--- config.mk ---
export PLATFORM = sky130hd
export DESIGN_NAME = hsm_front
export DESIGN_NICKNAME = d
export VERILOG_FILES = /design/src/design/hsm_pkg.sv /design/src/design/hsm_front.sv
export SDC_FILE = /design/constraint.sdc
export NUM_CORES = 1
export LEC_CHECK = 0
export ABC_AREA = 1
export ABC_CLOCK_PERIOD_IN_PS = 4600
export BUFFER_PORTS_ARGS = -buffer_cell sky130_fd_sc_hd__buf_2
export CAP_MARGIN = 20
export CORE_MARGIN = 1
export CORE_UTILIZATION = 50
export CTS_BUF_LIST = sky130_fd_sc_hd__clkbuf_4
export DETAILED_ROUTE_END_ITERATION = 6
export PLACE_DENSITY = 0.76
export SETUP_SLACK_MARGIN = 0.1
export SLEW_MARGIN = 10
export SYNTH_ARGS = -nofsm -noshare
export SYNTH_HDL_FRONTEND = slang
export SYNTH_SLANG_ARGS = --single-unit
--- constraint.sdc ---
create_clock -name clk -period 4.6 [get_ports clk]
set_clock_uncertainty 0.15 [all_clocks]
set_input_delay 0 -clock clk [delete_from_list [all_inputs] [get_ports clk]]
set_output_delay 0 -clock clk [all_outputs]
set_load 0.005 [all_outputs]
--- src/design/hsm_pkg.sv ---
`timescale 1ns / 1ps
package hsm_pkg;
  localparam int NODE_BITS  = 12;
  localparam int NODE_COUNT = 4096;
  localparam int VAL_BITS   = 32;
  localparam int COL_BITS   = 10;
  localparam int ROW_DEPTH  = 1024;
  localparam int GRID_BITS  = 11;
  localparam int DIM_BITS   = 11;
  localparam int QUEUE_DEPTH = 2;

  localparam logic CMD_LOAD  = 1'b0;
  localparam logic CMD_PIXEL = 1'b1;

  localparam logic CFG_WIDTH  = 1'b0;
  localparam logic CFG_HEIGHT = 1'b1;

  typedef struct packed {
    logic                 is_pixel;
    logic [NODE_BITS-1:0] node;
    logic [NODE_BITS-1:0] parent;
    logic [VAL_BITS-1:0]  value;
    logic [COL_BITS-1:0]  x;
    logic [COL_BITS-1:0]  y;
  } job_t;

  typedef enum logic [3:0] {
    ST_IDLE, ST_LOAD_RD, ST_LOAD_WR, ST_FETCH, ST_CLIMB_RD, ST_CLIMB_CMP,
    ST_VAL_RD, ST_VAL_WAIT, ST_EMIT
  } state_t;
endpackage

--- src/design/hsm_front.sv ---
`timescale 1ns / 1ps
module hsm_front import hsm_pkg::*; (
  input  logic                clk,
  input  logic                rst_n,
  input  logic                in_tvalid,
  output logic                in_tready,
  input  logic [71:0]         in_tdata,
  input  logic                in_tuser,
  input  logic                cfg_valid,
  output logic                cfg_ready,
  input  logic                cfg_index,
  input  logic [DIM_BITS-1:0] cfg_data,
  output logic                q_valid,
  input  logic                q_ready,
  output job_t                q_job
);
  logic [DIM_BITS-1:0] width_r, height_r;
  logic [COL_BITS-1:0] col_r, row_r, col_nxt, row_nxt;
  logic [COL_BITS:0]   w_eff, h_eff;
  job_t q_r [QUEUE_DEPTH];
  logic [1:0] cnt_r;
  logic       wp_r, rp_r;
  logic       push, pop;
  job_t       job;

  assign cfg_ready = 1'b1;
  assign in_tready = (cnt_r != 2'(QUEUE_DEPTH));
  assign push = in_tvalid && in_tready;
  assign pop  = q_valid && q_ready;
  assign q_valid = (cnt_r != 2'd0);
  assign q_job = q_r[rp_r];

  always_comb begin
    w_eff = (width_r == '0) ? (COL_BITS+1)'(1) :
            (width_r > DIM_BITS'(ROW_DEPTH)) ? (COL_BITS+1)'(ROW_DEPTH) : width_r;
    h_eff = (height_r == '0) ? (COL_BITS+1)'(1) :
            (height_r > DIM_BITS'(ROW_DEPTH)) ? (COL_BITS+1)'(ROW_DEPTH) : height_r;
    job.is_pixel = in_tuser;
    // pixel beats carry their label in the pixel_node field
    job.node     = (in_tuser == CMD_PIXEL) ? in_tdata[67:56] : in_tdata[11:0];
    job.parent   = in_tdata[23:12];
    job.value    = in_tdata[55:24];
    job.x        = ({1'b0, col_r} >= w_eff) ? '0 : col_r;
    job.y        = ({1'b0, row_r} >= h_eff) ? '0 : row_r;
    col_nxt = job.x + 1'b1;
    row_nxt = job.y;
    if ({1'b0, job.x} + 1'b1 >= w_eff) begin
      col_nxt = '0;
      row_nxt = ({1'b0, job.y} + 1'b1 >= h_eff) ? '0 : job.y + 1'b1;
    end
  end

  always_ff @(posedge clk) begin
    if (push) q_r[wp_r] <= job;
    if (!rst_n) begin
      width_r <= DIM_BITS'(ROW_DEPTH);
      height_r <= DIM_BITS'(ROW_DEPTH);
      col_r <= '0;
      row_r <= '0;
      cnt_r <= '0;
      wp_r <= 1'b0;
      rp_r <= 1'b0;
    end else begin
      if (push) wp_r <= ~wp_r;
      if (pop) rp_r <= ~rp_r;
      cnt_r <= cnt_r + {1'b0, push} - {1'b0, pop};
      if (cfg_valid) begin
        if (cfg_index == CFG_WIDTH) width_r <= cfg_data;
        else height_r <= cfg_data;
        col_r <= '0;
        row_r <= '0;
      end else if (push && in_tuser == CMD_PIXEL) begin
        col_r <= col_nxt;
        row_r <= row_nxt;
      end
    end
  end
endmodule

==> metrics.md, run 1 <==
| Metric | Value |
|---|---|
| RD Place Congestion | 0.8748 |
| CP required | 4990 ps |
| CP startpoint kind | register |
| Synth Area in Simple Gates | 0.1560 |
| Deepest clock path buffer count | 3 |
| Final Setup Violations | 6 |
| Worst-Margin Slew | between 1000 and 1500 ps |
| Comb power frac | 0.247 |
| Power share of the clock group | 0.298 |
| CTS tree | done |
| F_max | between 200 and 250 MHz |
| Sw frac | 0.2951 |
| Min-Delay Path Class | in2reg |
| Yosys warnings | 0 |
| Share of cells above drive strength 1 | 0.4396 |
| Placeable Area | around 0.018 mm^2 |
| Synth Register Bits | ~200 |
| Power Dens Cells | 365.8 mW/mm^2 |
| Drt first pass iters | 7 |
| Total grt overflow | 0 |
| CP max stage cell | dfxtp_2 |
| Post-route clock period utilization | 1.014 |
| Maxcap violations | 0 |
| Die Area | 0.01921 mm^2 |
| Initial Util | 0.5141 |
| Vias post-DR | ~8400 |
| CTS root buf | clkbuf_4 |
| Number of flops mapped to enable cells by yosys | around 150 |
| Hold EP | q_r[1][69]$_DFFE_PP_ |
| Top post-synthesis cells by count | nand2_1 (160), edfxtp_1 (154), mux2_2 (77), nor2_1 (70), inv_1 (65) |
| Slew Viols, Final | 0 |
| Rows | 49 |
| Syn nets | a little under 1000 |
| Hold path startpoint | in_tdata[61] |
| Xor-xnor portion of the synthesized cell area | 0.005499 |
| Fin. Hold Viols | 0 |
| Top-count cell post-synth | nand2_1 |
| Mux share of post-synthesis cell area | 0.09295 |
| CTS buffer count | 50 |
| Reg2Reg Setup Slack | -60 ps |
| Failing checks | design-rule violations, negative setup slack |
| Antenna viol nets, final | 0 |
| Main combinational cell family by area after synthesis | simple AND/OR/NAND/NOR gates |
| CTS H-tree depth | 2 |
| Reg power frac | 0.455 |
| Largest net degree at the start of global routing | 78 |
| Worst hold stages | 4 |
| Layout area overhead | 52.49% |
| Via density | 5.310 |
| Detailed Route WL | 29.34 mm |
| Crit-path max cell delay | 330 ps |
| Ys flop type | edfxtp_1 |
| Largest area contributor in the netlist | edfxtp_1 |
| Clock Latency Late Sink | between 600 and 700 ps |
| Number of remaining DRC errors | 22 |
| Chip width | 138.6 um |
| Clock-pin slew on the worst setup and hold paths | 80 ps |
| Crit path kind | reg2reg |
| I/O pins | 170 |
| VDD IR max | approximately 0.22 mV |
| RSZ-0062 raised after global routing | true |
| Leak Pwr | ~0.006 uW |
| Syn Std Cell Area | ~0.0093 mm^2 |
| Yosys cell types | 40 |
| Final nets | ~1400 |
| Reg-to-reg endpoint | row_r[7]$_SDFFE_PP0P_ |
| Relative slew margins | 0.2850 |
| Register area share after synthesis | 0.5966 |
| Global-route wire length before repair | 44.81 mm |
| Reg-to-Reg Start | width_r[7]$_SDFFE_PN0P_ |
| CTS Sinks | around 200 |
| Post-detail-place hpwl | 14.71 mm |
| CP Max Fanout | 9 |
| Internal power | around 3700 uW |
| Gr usage total | 0.2994 |
| Synth top area share | 0.4957 |
| Vias in the first global route | 8616 |
| Filler cell count | roughly 1000 |
| Avg Inst Size Synth | ~11 um^2 |
| Synth Area in Compound Gates | 0.04909 |
| Worst EP arrival | 5050 ps |
| Outcome | finished, violations left |
| Switch Pwr | approximately 1500 uW |
| Drt initial violations | 556 |
| Adder-cell area share of the yosys netlist | 0.06170 |
| Share of async-settable or async-resettable flops after synthesis | 0 |
| Top post-synthesis cells by area | edfxtp_1 (50%), dfxtp_1 (10%), mux2_2 (9.3%) |
| Setup TNS | -261.9 ps |
| Cells after synthesis | 829 |
| Endpoint type of the worst setup path | register |
| Die height | around 140 um |
| WL per Instance | 18.65 um |
| Setup slack at placement | -264.3 ps |
| Min Tclk post-route | 4662 ps |
| Initial antenna violation count | 2 |
| PortBufs | 164 |
| FF-to-FF path depth | 30 |
| Final WS setup | -62.14 ps |
==> final cells by class <==
type | instances | area [um^2] | area share
clock inverters | 11 | 47.55 | 0.003342
clock buffers | 82 | 615.6 | 0.04327
multi-input cells | 536 | 4114 | 0.2892
inverters | 73 | 289.0 | 0.02032
repair buffers | 439 | 3296 | 0.2317
diodes | 2 | 5.005 | 0.0003518
well taps | 229 | 286.5 | 0.02014
flip-flops and latches | 201 | 5573 | 0.3917
==> worst max path at each step <==
stage,start,end,slack [ps],depth (start not counted)
finish,width_r[7]$_SDFFE_PN0P_,row_r[7]$_SDFFE_PP0P_,-60,30
CTS,height_r[7]$_SDFFE_PN0P_,row_r[8]$_SDFFE_PP0P_,70,29
global route,width_r[7]$_SDFFE_PN0P_,row_r[7]$_SDFFE_PP0P_,-330,31
detailed placement,height_r[4]$_SDFFE_PN0P_,row_r[8]$_SDFFE_PP0P_,-260,31
global placement,height_r[4]$_SDFFE_PN0P_,row_r[8]$_SDFFE_PP0P_,-100,31
floorplan,height_r[4]$_SDFFE_PN0P_,row_r[7]$_SDFFE_PP0P_,120,29
==> critical path: cells and delay by family, from the launching register on <==
kind | cells | cell delay [ps]
buf+inv | 8 | 980
flops | 1 | 330
simple gates | 18 | 2230
compound gates | 2 | 270
fa+ha+maj | 2 | 580
==> layout by cell type (no fill, tap or decap), drive strengths merged, types with 3 or more instances in the layout <==
master / instances
edfxtp: 154
or2: 3
nor4: 5
ha: 46
a21oi: 49
and2: 3
xor2: 4
clkinv: 13
nor2: 80
nand4: 11
buf: 278
dfxtp: 47
mux2: 77
nand3: 43
nor3: 5
clkbuf: 82
o21ai: 35
inv: 70
nand2: 167
dlygate4sd3: 161
==> cell families (layout without fill, tap and decap cells) <==
logic type	after synthesis	count (layout)
xor+xnor	5	5
other cells	1	3
compound gates	88	88
buf+inv	92	605
simple gates	319	319
fa+ha+maj	46	46
flops	201	201
mux	77	77
==> sequential cells by signal (all words and copies together) (netlist names), named ones only <==
signal,flops
height_r,11
wp_r,1
rp_r,1
width_r,11
q_r,154
col_r,10
row_r,10
cnt_r,2
==> layer usage <==
metal	track usage	vias up	share of wire
li1	-	3868	-
met1	0.3487	4001	0.38
met2	0.5258	382	0.51
met3	0.06630	101	0.067
met4	0.1419	0	0.041
met5	0	-	0
==> repair_timing <==
action,4_1_cts,5_1_grt
setup buffers,45,7
hold buffers,161,0
endpoints found under the setup margin,20,20
pin swaps,15,52
hold endpoints to repair,161,0
gates resized for setup,66,77
==> metrics by stage <==
step	cells	utilization	power (uW)	cell area, um^2	hold WS [ps]
finish	1573	0.7839	5205	14230	54.97
global route	1573	0.7839	5428	14230	53.23
CTS	1566	0.7634	5086	13850	6.723
detailed placement	1267	0.5994	3414	10880	41.74
global placement	1267	0.5994	3387	10880	37.84
floorplan	829	-	2969	9349	-51.13
==> power by group through the flow <==
stage	clock network [uW]	logic, uW	registers [uW]
global placement	0	1020	2370
floorplan	0	640	2330
finish	1550	1280	2370
CTS	1540	1200	2350
detailed placement	0	1030	2390
global route	1670	1370	2390
Power figures use the tool's default switching activity.
==> run 2, diff against run 1 <==
--- a/config.mk
+++ b/config.mk
@@ -5,7 +5,6 @@
 export SDC_FILE = /design/constraint.sdc
 export NUM_CORES = 1
 export LEC_CHECK = 0
-export ABC_AREA = 1
 export ABC_CLOCK_PERIOD_IN_PS = 4600
 export BUFFER_PORTS_ARGS = -buffer_cell sky130_fd_sc_hd__buf_2
 export CAP_MARGIN = 20
==> run 2 against run 1 <==
Compared with the run above: via count decreased by 17%; largest cell class unchanged; the flow now finishes without violations; non-clock buffer count decreased by 78; clock power about the same; maximum frequency increased by 4.8%.
==> metrics.md, run 2 <==
| Metric | Value |
|---|---|
| Outcome | complete, no violations (was finished, violations left) |
| VDD IR max | 0.2886 mV (was 0.2248 mV) |
| Via density | 5.226 (was 5.310) |
| Drt initial violations | 496 (was 556) |
| Clock Latency Late Sink | 610 ps (was 660 ps) |
| Syn Std Cell Area | 0.009065 mm^2 (was 0.009329 mm^2) |
| Final WS setup | 152.9 ps (was -62.14 ps) |
| Cells after synthesis | 689 (was 829) |
| Worst EP arrival | 4830 ps (was 5050 ps) |
| CTS Sinks | 201 (unchanged) |
| Final Setup Violations | 0 (was 6) |
| Fin. Hold Viols | 0 (unchanged) |
| Top reg by flops | q_r (unchanged) |
| Crit-path max cell delay | 340 ps (was 330 ps) |
| RSZ-0062 raised after global routing | true (unchanged) |
| CTS root buf | clkbuf_4 (unchanged) |
| Commonest non-fill, non-tap cell in the layout | buf_2 (unchanged) |
| Placeable Area | 0.01748 mm^2 (was 0.01815 mm^2) |
| Syn nets | 825 (was 965) |
| Clock-pin slew on the worst setup and hold paths | 70 ps (was 80 ps) |
| Die Area | 0.01867 mm^2 (was 0.01921 mm^2) |
| Gr usage total | 0.2429 (was 0.2994) |
| CP cell instances | nor4_4, a31oi_1, nor2_1, ha_1, nor2b_1, o21ai_1, a21oi_1, nor2_2, nor2_2, ha_2, and3_4, and3_4, and3_4, nand2b_1, a21oi_2, ha_1, a211oi_2, nor2_1, nor3_2, nand2_1, buf_6, buf_4, or3_1, a21oi_1 |
| CTS tree | done (unchanged) |
| RD Place Congestion | 0.8101 (was 0.8748) |
| Endpoint type of the worst setup path | register (unchanged) |
| # diodes | 0 (was 2) |
| Rows | 48 (was 49) |
| Post-route clock period utilization | 0.9668 (was 1.014) |
| Vias post-DR | 6972 (was 8352) |
| Yosys warnings | 0 (unchanged) |
| Min-Delay Path Class | in2reg (unchanged) |
| Setup slack at placement | -79.65 ps (was -264.3 ps) |
| Crit path kind | reg2reg (unchanged) |
| CP startpoint kind | register (unchanged) |
| Max reg flops | 154 (unchanged) |
| Drt first pass iters | 4 (was 7) |
| Chip width | 136.6 um (was 138.6 um) |
| Global-route wire length before repair | 34.75 mm (was 44.81 mm) |
| Most used cell, CP | and3_4 |
| Layout area overhead | 40.84% (was 52.49%) |
| CP Max Fanout | 8 (was 9) |
| Relative slew margins | 0.2819 (was 0.2850) |
| Power Dens Cells | 387.6 mW/mm^2 (was 365.8 mW/mm^2) |
| Antenna viol nets, final | 0 (unchanged) |
| PortBufs | 164 (unchanged) |
| Deepest clock path buffer count | 3 (unchanged) |
| Share of async-settable or async-resettable flops after synthesis | 0 (unchanged) |
| I/O pins | 170 (unchanged) |
| Total grt overflow | 0 (unchanged) |
| Synth Register Bits | 201 (unchanged) |
| Post-detail-place hpwl | 12.71 mm (was 14.71 mm) |
| Number of flops mapped to enable cells by yosys | 154 (unchanged) |
| WL per Instance | 17.27 um (was 18.65 um) |
| Filler cell count | 1101 (was 1002) |
| Register area share after synthesis | 0.6139 (was 0.5966) |
| Ys flop type | edfxtp_1 (unchanged) |
| Share of cells above drive strength 1 | 0.3742 (was 0.4396) |
| Most frequent cells in the layout | buf_2 (164), dlygate4sd3_1 (158), edfxtp_1 (154), mux2_2 (89), clkbuf_4 (79) (was buf_2 (164), dlygate4sd3_1 (161), edfxtp_1 (154), nand2_1 (127), buf_4 (112)) |
| Vias in the first global route | 7136 (was 8616) |
| Slew Viols, Final | 0 (unchanged) |
| F_max | 224.9 MHz (was 214.5 MHz) |
| Maxcap violations | 0 (unchanged) |
| Largest area contributor in the netlist | edfxtp_1 (unchanged) |
| Die height | 136.6 um (was 138.6 um) |
| CTS buffer count | 49 (was 50) |
| Initial Util | 0.5187 (was 0.5141) |
| Top-count cell post-synth | edfxtp_1 (was nand2_1) |
| Synth top area share | 0.5101 (was 0.4957) |
| Yosys cell types | 48 (was 40) |
| Initial antenna violation count | 0 (was 2) |
| Top post-synthesis cells by area | edfxtp_1 (51%), mux2_2 (11%), dfxtp_1 (10%) (was edfxtp_1 (50%), dfxtp_1 (10%), mux2_2 (9.3%)) |
| Min Tclk post-route | 4447 ps (was 4662 ps) |
| CP max stage cell | dfxtp_2 (unchanged) |
| Leak Pwr | 0.005128 uW (was 0.006111 uW) |
| Largest net degree at the start of global routing | 78 (unchanged) |
| Number of remaining DRC errors | 0 (was 22) |
| Biggest regs | q_r: 154 flops, height_r: 11 flops, width_r: 11 flops (unchanged) |
| CTS H-tree depth | 2 (unchanged) |
| Worst-Margin Slew | 1077 ps (was 1073 ps) |
| Avg Inst Size Synth | 13.16 um^2 (was 11.25 um^2) |
| Detailed Route WL | 23.04 mm (was 29.34 mm) |
| CP required | 4990 ps (about the same) |
| Top post-synthesis cells by count | edfxtp_1 (154), mux2_2 (89), nand2_1 (74), dfxtp_1 (47), ha_1 (46) (was nand2_1 (160), edfxtp_1 (154), mux2_2 (77), nor2_1 (70), inv_1 (65)) |
| Hold Slack | 84.01 ps (was 54.97 ps) |
| Final nets | 1210 (was 1437) |
## run 2: changes by cell type in the layout (fill, tap and decap cells not counted), sizes merged, moves of 23 or more
cell	delta
buf	-75
inv	-57
nor2	-50
nand3	-30
nand2	-93
a21oi	-23
## run 2: critical path, delay by kind of cell (launching register included)
family,cells,cell delay [ps]
simple gates,13,2050
compound gates,6,830
fa+ha+maj,3,720
flops,1,340
buf+inv,2,290
## run 2: kinds of logic after synthesis
family,after synthesis,share of synthesized area
and+or+nand+nor,198,0.1067
buffers and inverters,40,0.01725
other,1,0.0004137
xor gates and xnor gates,15,0.01449
AOI/OAI and AO/OA,99,0.07315
adders and majority gates,46,0.06349
muxes,89,0.1106
DFF,201,0.6139
## run 2: repair_timing
action / CTS / global route
endpoints found under the hold margin: 196 / 0
resized for setup: 9 / 19
buffers inserted: 0 / 7
hold buffers: 158 / 0
pin swaps: 0 / 27
endpoints found under the setup margin: 16 / 18
## run 2: final cells by class
| cell class | count | area [um^2] | area share |
|---|---|---|---|
| timing repair buffer | 361 | 2719 | 0.2130 |
| inverter | 13 | 48.80 | 0.003822 |
| clock inverter | 7 | 57.56 | 0.004508 |
| multi-input combinational | 448 | 3497 | 0.2739 |
| tap | 225 | 281.5 | 0.02205 |
| sequential | 201 | 5570 | 0.4363 |
| clock buffer | 79 | 593.1 | 0.04645 |
## run 2: worst paths after layout
| path | slack, ps | cells past startpoint | endpoint | from |
|---|---|---|---|---|
| worst max register to register | 150 | 24 | col_r[0]$_SDFFE_PP0P_ | width_r[9]$_SDFFE_PN0P_ |
| worst min register to register | 340 | 2 | width_r[9]$_SDFFE_PN0P_ | width_r[9]$_SDFFE_PN0P_ |
| worst max-delay path | 150 | 24 | col_r[0]$_SDFFE_PP0P_ | width_r[9]$_SDFFE_PN0P_ |
| worst min-delay path | 80 | 4 | width_r[7]$_SDFFE_PN0P_ | cfg_data[7] |
## run 2: where the power goes
| group | internal [uW] | leakage (uW) | switching (uW) |
|---|---|---|---|
| clock | 829 | 0.000388 | 689 |
| sequential | 2210 | 0.00184 | 152 |
| combinational | 588 | 0.00290 | 477 |
| total | 3630 | 0.00513 | 1320 |
## run 2: routing by layer
metal,track usage,part of all wire
met1,0.2737,0.39
met2,0.4459,0.51
met3,0.05593,0.070
met4,0.08642,0.023
met5,0,0
## run 2: stage by stage
step	cells	setup TNS, ps	total power [uW]	utilization	instance area, um^2
3_5_place_dp	1082	-579.2	3298	0.5917	10340
6_report	1334	0	4949	0.7305	12770
4_1_cts	1326	0	4900	0.7211	12600
5_1_grt	1334	-1492	5185	0.7305	12770
3_3_place_gp	1082	0	3275	0.5917	10340
2_1_floorplan	689	0	2902	-	9120
